## src/hw/rtl/gjk_pkg.sv

```systemverilog
// ----------------------------------------------------------------------------
// GJK overlap test package
// Shared types, operation and outcome codes, and saturating Q-format helpers.
// ----------------------------------------------------------------------------
package gjk_pkg;

	typedef enum logic [2:0] {
		OP_CLEAR    = 3'd0,
		OP_VERTEX   = 3'd1,
		OP_POSITION = 3'd2,
		OP_ORIGIN   = 3'd3,
		OP_SCALE    = 3'd4,
		OP_COG      = 3'd5,
		OP_ROTATION = 3'd6,
		OP_TEST     = 3'd7
	} op_t;

	typedef enum logic [2:0] {
		OUT_EMPTY       = 3'd0,
		OUT_FIRST_SHORT = 3'd1,
		OUT_LATER_SHORT = 3'd2,
		OUT_ENCLOSED    = 3'd3,
		OUT_LIMIT       = 3'd4
	} outcome_t;

	localparam logic [0:0] CFG_MAX_ITER = 1'b0;
	localparam logic [0:0] CFG_EPSILON  = 1'b1;

	typedef struct packed {
		logic signed [31:0] x;
		logic signed [31:0] y;
	} vec_t;

	typedef struct packed {
		op_t  op;
		logic polygon;
		vec_t v;
		logic is_test;
	} item_t;

	typedef struct packed {
		logic [6:0]  max_iter;
		logic [15:0] eps;
	} cfg_t;

	typedef struct packed {
		logic     valid;
		logic     collides;
		outcome_t outcome;
		logic [6:0] used;
	} result_t;

	function automatic logic signed [31:0] sat32(input logic signed [64:0] v);
		logic signed [31:0] r;
		if (v > 65'sh0_7FFF_FFFF) begin
			r = 32'sh7FFF_FFFF;
		end else if (v < -65'sh0_8000_0000) begin
			r = 32'sh8000_0000;
		end else begin
			r = v[31:0];
		end
		return r;
	endfunction

	function automatic logic signed [31:0] sadd(input logic signed [31:0] a,
		input logic signed [31:0] b);
		return sat32(65'(a) + 65'(b));
	endfunction

	function automatic logic signed [31:0] ssub(input logic signed [31:0] a,
		input logic signed [31:0] b);
		return sat32(65'(a) - 65'(b));
	endfunction

	function automatic logic signed [31:0] sneg(input logic signed [31:0] a);
		return sat32(-65'(a));
	endfunction

	function automatic vec_t vadd(input vec_t a, input vec_t b);
		vec_t r;
		r.x = sadd(a.x, b.x);
		r.y = sadd(a.y, b.y);
		return r;
	endfunction

	function automatic vec_t vsub(input vec_t a, input vec_t b);
		vec_t r;
		r.x = ssub(a.x, b.x);
		r.y = ssub(a.y, b.y);
		return r;
	endfunction

	function automatic vec_t vneg(input vec_t a);
		vec_t r;
		r.x = sneg(a.x);
		r.y = sneg(a.y);
		return r;
	endfunction

	function automatic vec_t vperp(input vec_t a);
		vec_t r;
		r.x = sneg(a.y);
		r.y = a.x;
		return r;
	endfunction

endpackage

```

## src/hw/rtl/gjk_cmd_queue.sv

```systemverilog
// ----------------------------------------------------------------------------
// GJK request queue
// Accepts requests, tags test requests, and holds up to two requests for the engine.
// ----------------------------------------------------------------------------
module gjk_cmd_queue (
	input  logic               clk,
	input  logic               arst_n,
	input  logic               start,
	input  logic [2:0]         operation,
	input  logic               polygon,
	input  logic signed [31:0] value_x,
	input  logic signed [31:0] value_y,
	output logic               busy,
	input  logic               pop,
	output logic               head_valid,
	output gjk_pkg::item_t     head
);

	gjk_pkg::item_t entry_q [2];
	logic           wr_ptr_q;
	logic           rd_ptr_q;
	logic [1:0]     count_q;
	logic           push;
	gjk_pkg::item_t incoming;

	always_comb begin
		incoming.op      = gjk_pkg::op_t'(operation);
		incoming.polygon = polygon;
		incoming.v.x     = value_x;
		incoming.v.y     = value_y;
		incoming.is_test = (gjk_pkg::op_t'(operation) == gjk_pkg::OP_TEST);
	end

	assign busy       = (count_q == 2'd2);
	assign push       = start && !busy;
	assign head_valid = (count_q != 2'd0);
	assign head       = entry_q[rd_ptr_q];

	always_ff @(posedge clk) begin
		if (push) begin
			entry_q[wr_ptr_q] <= incoming;
		end
	end

	always_ff @(posedge clk or negedge arst_n) begin
		if (!arst_n) begin
			wr_ptr_q <= 1'b0;
			rd_ptr_q <= 1'b0;
			count_q  <= 2'd0;
		end else begin
			if (push) begin
				wr_ptr_q <= !wr_ptr_q;
			end
			if (pop && head_valid) begin
				rd_ptr_q <= !rd_ptr_q;
			end
			count_q <= count_q + 2'(push) - 2'(pop && head_valid);
		end
	end

endmodule

```

## config.mk

```make
export PLATFORM = sky130hd
export DESIGN_NAME = gjk_cmd_queue
export DESIGN_NICKNAME = d
export VERILOG_FILES = /design/src/hw/rtl/gjk_pkg.sv /design/src/hw/rtl/gjk_cmd_queue.sv
export SDC_FILE = /design/constraint.sdc
export NUM_CORES = 1
export LEC_CHECK = 0
export BUFFER_PORTS_ARGS = -buffer_cell sky130_fd_sc_hd__clkbuf_2
export CORE_MARGIN = 5
export CORE_UTILIZATION = 35
export CTS_BUF_LIST = sky130_fd_sc_hd__clkbuf_4 sky130_fd_sc_hd__clkbuf_8
export CTS_CLUSTER_DIAMETER = 50
export DETAILED_ROUTE_END_ITERATION = 8
export SLEW_MARGIN = 10
export SYNTH_ARGS = -nofsm -noshare
export SYNTH_HDL_FRONTEND = slang
export SYNTH_SLANG_ARGS = --single-unit
export TNS_END_PERCENT = 50
```

## constraint.sdc

```tcl
create_clock -name clk -period 11.7 [get_ports clk]
set_input_delay 0 -clock clk [delete_from_list [all_inputs] [get_ports clk]]
set_output_delay 0 -clock clk [all_outputs]
set_load 0.02 [all_outputs]
```

==> results.tsv, run 1 <==
metric	value	unit
clk_latency	430	ps
die_h	135.8	µm
num_io_pins	143	
start_kind	flip-flop	
core	0.01571	mm²
fmax	396.2	MHz
hold_violations	0	
grt_antenna_before_repair	0	
slew_headroom	0.3447	
post-cts-setup-buffers	0	
stdcell_count	690	
cts.path.max_buffers	2	
drt-pass1-iter-count	4	
tns	0	ps
hpwl	6497	µm
wl_per_cell	15.31	µm
pre_cts_ws	9247	ps
endpoint_kind	output pin	
place_congestion	0.6821	
setup_ws	9176	ps
yosysTopAreaCell	edfxtp_1	
outcome	complete, no violations	
area_growth	35.61	%
path_class	flip-flop to output pin	
holdWs	296.1	ps
rsz0062_at_grt	no	
ir_drop	191.8	µV
num_vias	2944	
drtIter0Drc	122	
synth-main-ff-cell	edfxtp_1	
min_period_over_period	0.2157	
synth-async-reset-ratio	0.02817	
maxSlewViolCount	0	
fp.dieArea	0.01845	mm²
netlist_instances	234	
avgSynthCellArea	23.68	µm²
grt_pass1_vias	3279	
critPathMaxFanout	41	
synth_seq_area_share	0.7660	
fill_cells	1390	
drc	0	
fin_crit	2524	ps
multi_input_area	0.001150	mm²
final_layout_size_suffix_gt1_frac	0.5190	
n_antenna_cell	0	
yosys_warnings	0	
synth.net_count	308	
fin_nets	535	
synth_top_area_share	0.7480	
required	11700	ps
grt_overflow_total	0	
setup_viol	0	
clock_skew	9.059	ps
yosys-top-cells-count	edfxtp_1 (138), mux2_4 (69), buf_12 (7), dfrtp_1 (4), xnor2_1 (3)	
synth.distinct_cells	15	
grt_max_degree	70	
synth_area_leaders	edfxtp_1 (75%), mux2_4 (19%), buf_12 (2.5%), dfrtp_1 (1.8%), xnor2_1 (0.47%)	
drv_cap	0	
power_leakage	3.055	nW
initial_core_util	0.3526	
synth-edff-count	138	
synth_seq_cells	142	
worst_pin_slew	983.0	ps
cts_buffers	17	
routed_wl	10570	µm
synthMostInstantiatedCell	edfxtp_1	
dp_cells	586	
cts_tree	yes	
crit_arrival	2520	ps
syn-cell-area	0.005540	mm²
cts-root-buf	clkbuf_8	
rows	46	
final_util	0.4782	
grt_pass1_wl	16460	µm
p_per_area	237.4	mW/mm²
viasPerCell	4.267	
fp.dieW	135.8	µm
portBuffers	142	
htreeDepth	4	
ant_nets	0	
clock_sinks	142	
layout.area.seq	0.004248	mm²
grt_usage	0.1198	
path_clk_slew	80	ps
min-delay-path-class	input pin to flip-flop	
## layout make-up
| class | count | area share |
|---|---|---|
| clock buffers | 18 | 0.03214 |
| clock inverters | 14 | 0.01998 |
| inverters | 2 | 0.0009992 |
| multi-input cells | 82 | 0.1530 |
| flip-flops and latches | 142 | 0.5654 |
| well taps | 216 | 0.03597 |
| repair buffers | 216 | 0.1925 |
## per-layer routing
metal | track usage | part of all wire | up-vias
li1 | - | - | 1375
met1 | 0.1358 | 0.41 | 1453
met2 | 0.2016 | 0.51 | 100
met3 | 0.04737 | 0.064 | 16
met4 | 0.05095 | 0.015 | 0
met5 | 0 | 0 | -
## logic make-up after synthesis
group	synth area share
simple gates	0.007453
mux	0.1870
buf+inv	0.02868
fa+ha+maj	0.004516
flops	0.7660
xor+xnor	0.006325
## worst paths after layout
check                       startpoint              to  slack, ps  depth (start not counted)
max                           rd_ptr_q         head[2]       9180                          3
max in group asynchronous       arst_n        rd_ptr_q      11040                          3
min                        value_x[12]  entry_q[0][45]        300                          2
min in group asynchronous       arst_n        wr_ptr_q        470                          3
max reg2reg                 count_q[0]  entry_q[0][62]       9310                          4
min reg2reg                 count_q[0]      count_q[0]        560                          1
## placed cells by master, fill, tap and decap left out, drive strengths merged
cell / instances
clkbuf: 160
edfxtp: 138
dlygate4sd3: 72
mux2: 69
clkinv: 9
dfrtp: 4
xnor2: 3
bufinv: 3
inv: 2
ha: 2
clkinvlp: 2
buf: 2
and3: 2
or2: 1
and2: 1
nand2b: 1
nand2: 1
nor2: 1
xor2: 1
## worst max-delay path, cell delays in order, from the launching register on
cell	delay (ps)
dfrtp_4	800
buf_4	730
mux2_4	360
clkbuf_2	160
## where the power goes
part	total (mW)	leakage [nW]	switching (mW)	internal, mW
Clock	0.387	0.198	0.178	0.209
Combinational	0.641	1.53	0.347	0.294
Sequential	0.755	1.33	0.0575	0.698
## registers in the layout (all words and copies together), names as in the netlist
register  count
count_q       2
entry_q     138
rd_ptr_q      1
wr_ptr_q      1
## metrics by stage
| step | total power, mW | instance area, µm² |
|---|---|---|
| detailed placement | 1.405 | 6401 |
| CTS | 1.818 | 7513 |
| global route | 1.879 | 7513 |
| floorplan | 1.267 | 5540 |
| finish | 1.784 | 7513 |
| global placement | 1.394 | 6401 |
## repair_timing
item                      CTS  global route
resized for setup           0             0
hold buffers               72             0
hold endpoints to repair  144             0
(Power assumes the default switching activity.)
==> run 2, diff against run 1 <==
clock period = 2.2 ns   (was 11.7 ns; I/O delays follow)
==> results.tsv, run 2 (synthesis gave the netlist of run 1 again) <==
metric	value	unit	change
grt_antenna_before_repair	0		unchanged
grt_overflow_total	0		unchanged
post-cts-setup-buffers	0		unchanged
rsz0062_at_grt	no		
r2r-start	count_q[1]		
maxSlewViolCount	0		unchanged
num_vias	2975		+1.1%
grt_pass1_vias	3288		+0.27%
drt-pass1-iter-count	4		unchanged
fp.dieArea	0.01845	mm²	unchanged
fp.dieW	135.8	µm	unchanged
slew_headroom	0.6226		+0.2779
cts.path.max_buffers	2		unchanged
path_clk_slew	70	ps	about the same
dp_cells	591		+0.85%
clock_skew	5.909	ps	-3.150 ps
fin_nets	540		+0.93%
start_kind	flip-flop		
ant_nets	0		unchanged
critPathMaxFanout	30		-27%
viasPerCell	4.287		+0.47%
grt_max_degree	41		-41%
min-delay-path-class	input pin to flip-flop		
endpoint_kind	output pin		
cts_resized	0		unchanged
area_growth	37.35	%	
core	0.01571	mm²	unchanged
crit_arrival	1870	ps	-650 ps
hpwl	6888	µm	+6.0%
power_leakage	3.102	nW	+1.5%
largest_reg_flops	138		unchanged
cts_buffers	17		unchanged
hold_violations	0		unchanged
tns	0	ps	unchanged
htreeDepth	4		unchanged
min_path_cells	2		unchanged
setup_viol	0		unchanged
die_h	135.8	µm	unchanged
wl_per_cell	15.51	µm	+1.3%
worst_pin_slew	566.1	ps	-416.9 ps
reg2reg_slack	420	ps	-8890 ps
stdcell_count	694		+0.58%
p_per_area	1276	mW/mm²	+440%
largestRegisters	entry_q x138, count_q x2		
hold_buffers	72		unchanged
routed_wl	10760	µm	+1.9%
min_period_over_period	0.8480		
r2r-end	count_q[1]		
final_layout_size_suffix_gt1_frac	0.5251		+0.006117
rows	46		unchanged
worstRegToRegCells	7		+3
worstHoldStart	value_x[30]		
num_io_pins	143		unchanged
final_cell_mix	clkbuf_2 (142), edfxtp_1 (138), dlygate4sd3_1 (72), mux2_4 (69), clkbuf_8 (17)		
outcome	complete, no violations		
drtIter0Drc	71		-42%
portBuffers	142		unchanged
final_common_cell	clkbuf_2		
drc	0		unchanged
grt_pass1_wl	16680	µm	+1.3%
largest-register	entry_q		
cp-startpoint	rd_ptr_q		
drv_cap	0		unchanged
clock_sinks	142		unchanged
initial_core_util	0.3526		unchanged
path_class	flip-flop to output pin		
cts_tree	yes		
place_congestion	0.7438		+9.0%
grt_usage	0.1211		+0.001354
fin_crit	1866	ps	
n_antenna_cell	0		unchanged
cts-root-buf	clkbuf_8		
fmax	536.0	MHz	
clk_latency	420	ps	about the same
min_to	entry_q[0][63]		
ir_drop	649.0	µV	+240%
required	2200	ps	-9500 ps
## run 2: through the flow
stage / power [mW] / utilization / worst slack, ps / area (µm²) / hold slack (ps)
6_report: 9.712 / 0.4843 / 334.3 / 7610 / 300.4
5_1_grt: 10.22 / 0.4843 / 223.9 / 7610 / 252.5
4_1_cts: 9.895 / 0.4843 / 264.5 / 7610 / 246.5
3_5_place_dp: 7.583 / 0.4122 / 472.1 / 6476 / -185.7
3_3_place_gp: 7.497 / 0.4122 / 572.3 / 6476 / -190.8
2_1_floorplan: 6.722 / - / -393.1 / 5548 / -295.6
## run 2: worst max path at each step
stage / end / cells past startpoint / slack [ps]
2_1_floorplan: entry_q[1][0] / 2 / -390
3_3_place_gp: count_q[1] / 7 / 570
3_5_place_dp: count_q[1] / 7 / 470
4_1_cts: head[14] / 3 / 260
5_1_grt: head[14] / 3 / 220
6_report: head[14] / 3 / 330
## run 2: where the power goes
group / internal, mW / switching [mW] / leakage [nW] / total [mW]
Clock: 1.23 / 0.943 / 0.207 / 2.17
Combinational: 1.65 / 2.03 / 1.57 / 3.68
Sequential: 3.70 / 0.160 / 1.33 / 3.86
## run 2: per-layer routing
metal,wire length (µm),vias to the layer above,global-route usage
li1,-,1387,-
met1,4306,1475,0.1341
met2,5571,98,0.2096
met3,682,15,0.04478
met4,202,0,0.05207
met5,0,-,0
## run 2: layout make-up
cell class	instances	area, µm²
fillers	1325	8103
flip-flops and latches	142	4248
repair buffers	221	1521
multi-input cells	82	1150
well taps	216	270.3
clock buffers	18	241.5
clock inverters	13	171.4
inverters	2	7.507
## run 2: critical path: stages (launching register included)
cell	delay, ps
dfrtp_4	430
buf_4	470
mux2_4	360
clkbuf_2	160
==> run 3, diff against run 2 <==
clock period = 1.85 ns   (was 2.2 ns; I/O delays follow)
==> results.tsv, run 3 (synthesis gave the netlist of run 1 again) <==
metric	value	unit	change
outcome	complete, no violations		
tns	0	ps	unchanged
core	0.01571	mm²	unchanged
slew_headroom	0.7744		+0.1518
layout.area.seq	0.004248	mm²	unchanged
drc	0		unchanged
min-delay-path-class	input pin to flip-flop		
p_per_area	1511	mW/mm²	+18%
fin_nets	546		+1.1%
wl_per_cell	15.43	µm	-0.54%
fin_crit	1787	ps	
maxSlewViolCount	0		unchanged
grt_pass1_vias	3332		+1.3%
fp.dieArea	0.01845	mm²	unchanged
worst_pin_slew	338.4	ps	-227.7 ps
viasPerCell	4.248		-0.90%
fmax	559.5	MHz	
place_congestion	0.7108		-4.4%
crit_arrival	2110	ps	+240 ps
initial_core_util	0.3526		unchanged
clock_sinks	142		unchanged
final_common_cell	clkbuf_2		
largest_reg_flops	138		unchanged
power_leakage	3.134	nW	+1.0%
final_cell_mix	clkbuf_2 (142), edfxtp_1 (138), dlygate4sd3_1 (72), mux2_4 (69), clkbuf_8 (17)		
cts_tree	yes		
portBuffers	142		unchanged
r2r-end	count_q[1]		
r2r-start	count_q[1]		
setup_viol	0		unchanged
area_growth	38.41	%	
critPathMaxFanout	3		-90%
crit_chain	or2_1, and2_4, ha_1, inv_1, ha_1, xnor2_2, xnor2_1		
clock_skew	9.933	ps	+4.023 ps
cp_common_cell	ha_1		
path_class	flip-flop to flip-flop		
cp-startpoint	count_q[1]		
cts.path.max_buffers	2		unchanged
die_h	135.8	µm	unchanged
grt_pass1_wl	16770	µm	+0.58%
rsz0062_at_grt	no		
routed_wl	10810	µm	+0.46%
drt-pass1-iter-count	4		unchanged
worstRegToRegCells	7		unchanged
grt_overflow_total	0		unchanged
grt_usage	0.1218		+0.0006742
crit_end	count_q[1]		
largestRegisters	entry_q x138, count_q x2		
cts_buffers	17		unchanged
grt_max_degree	46		+12%
largest-register	entry_q		
n_antenna_cell	0		unchanged
min_period_over_period	0.9662		
hpwl	6999	µm	+1.6%
fill_cells	1349		+1.8%
fp.dieW	135.8	µm	unchanged
ant_nets	0		unchanged
stdcell_count	701		+1.0%
cpPeakStageDelay	430	ps	-40 ps
multi_input_area	0.001160	mm²	+0.87%
clk_latency	430	ps	about the same
pre_cts_ws	109.4	ps	-362.6 ps
num_vias	2978		+0.10%
htreeDepth	4		unchanged
required	2170	ps	-30 ps
slowest_stage	dfrtp_1		
endpoint_kind	flip-flop		
grt_antenna_before_repair	0		unchanged
num_io_pins	143		unchanged
final_layout_size_suffix_gt1_frac	0.5340		+0.008916
drv_cap	0		unchanged
ir_drop	864.8	µV	+33%
dp_cells	594		+0.51%
drtIter0Drc	113		+59%
rows	46		unchanged
reg2reg_slack	60	ps	-360 ps
start_kind	flip-flop		
setup_ws	62.60	ps	-271.7 ps
path_clk_slew	80	ps	about the same
hold_violations	0		unchanged
cts-root-buf	clkbuf_8		
==> run 3: changes by cell type in the layout (fill, tap and decap cells not counted), sizes merged <==
cell    change
buf         +6
clkinv      +3
bufinv      -1
inv         -1
==> run 3: cell type report <==
cell class,instances,share of cell area
clock inverters,14,0.01958
multi-input cells,82,0.1512
repair buffers,227,0.2075
clock buffers,18,0.03149
well taps,216,0.03524
inverters,2,0.0009790
flip-flops and latches,142,0.5539
==> run 3: how the worst min path moves through the flow <==
stage,start,to,slack (ps),cells past startpoint
after floorplan,arst_n,count_q[0],-300,0
after global placement,arst_n,count_q[0],-190,1
after detailed placement,arst_n,count_q[0],-190,1
after CTS,value_x[8],entry_q[0][41],250,2
after global routing,value_x[2],entry_q[1][35],250,2
final,value_x[13],entry_q[0][46],300,2
==> run 3: power by group <==
| group | total [mW] | switching (mW) | internal [mW] |
|---|---|---|---|
| logic | 4.50 | 2.40 | 2.10 |
| registers | 4.65 | 0.249 | 4.40 |
| clock network | 2.44 | 1.12 | 1.32 |
==> run 3: metrics by stage <==
stage / total power [mW] / util / area, µm² / hold slack, ps
6_report: 11.59 / 0.4881 / 7669 / 298.0
5_1_grt: 12.21 / 0.4881 / 7669 / 249.3
4_1_cts: 11.81 / 0.4876 / 7661 / 246.8
3_5_place_dp: 9.131 / 0.4154 / 6526 / -186.8
3_3_place_gp: 9.034 / 0.4154 / 6526 / -192.8
2_1_floorplan: 7.982 / - / 5552 / -295.6
==> run 3: critical path: cells and delay by family, from the launching register on <==
kind                     cells  cell delay [ps]
adder cells (fa/ha/maj)      2              480
XOR/XNOR                     2              280
buffers and inverters        1               40
flip-flops                   1              430
AND/OR/NAND/NOR              2              440
==> run 3: what timing repair did <==
action                                  4_1_cts  5_1_grt
hold buffers                                 72        0
buffers inserted                              3        0
endpoints found under the setup margin       49        1
gates resized for setup                       0        1
pin swaps                                     0        0
hold endpoints to repair                    145        0
==> run 3: per-layer routing <==
metal	vias to the layer above	GRT usage	share of wire
met5	-	0	0
met4	0	0.05039	0.0096
met3	11	0.04330	0.065
met2	98	0.2069	0.52
met1	1473	0.1403	0.40
li1	1396	-	-
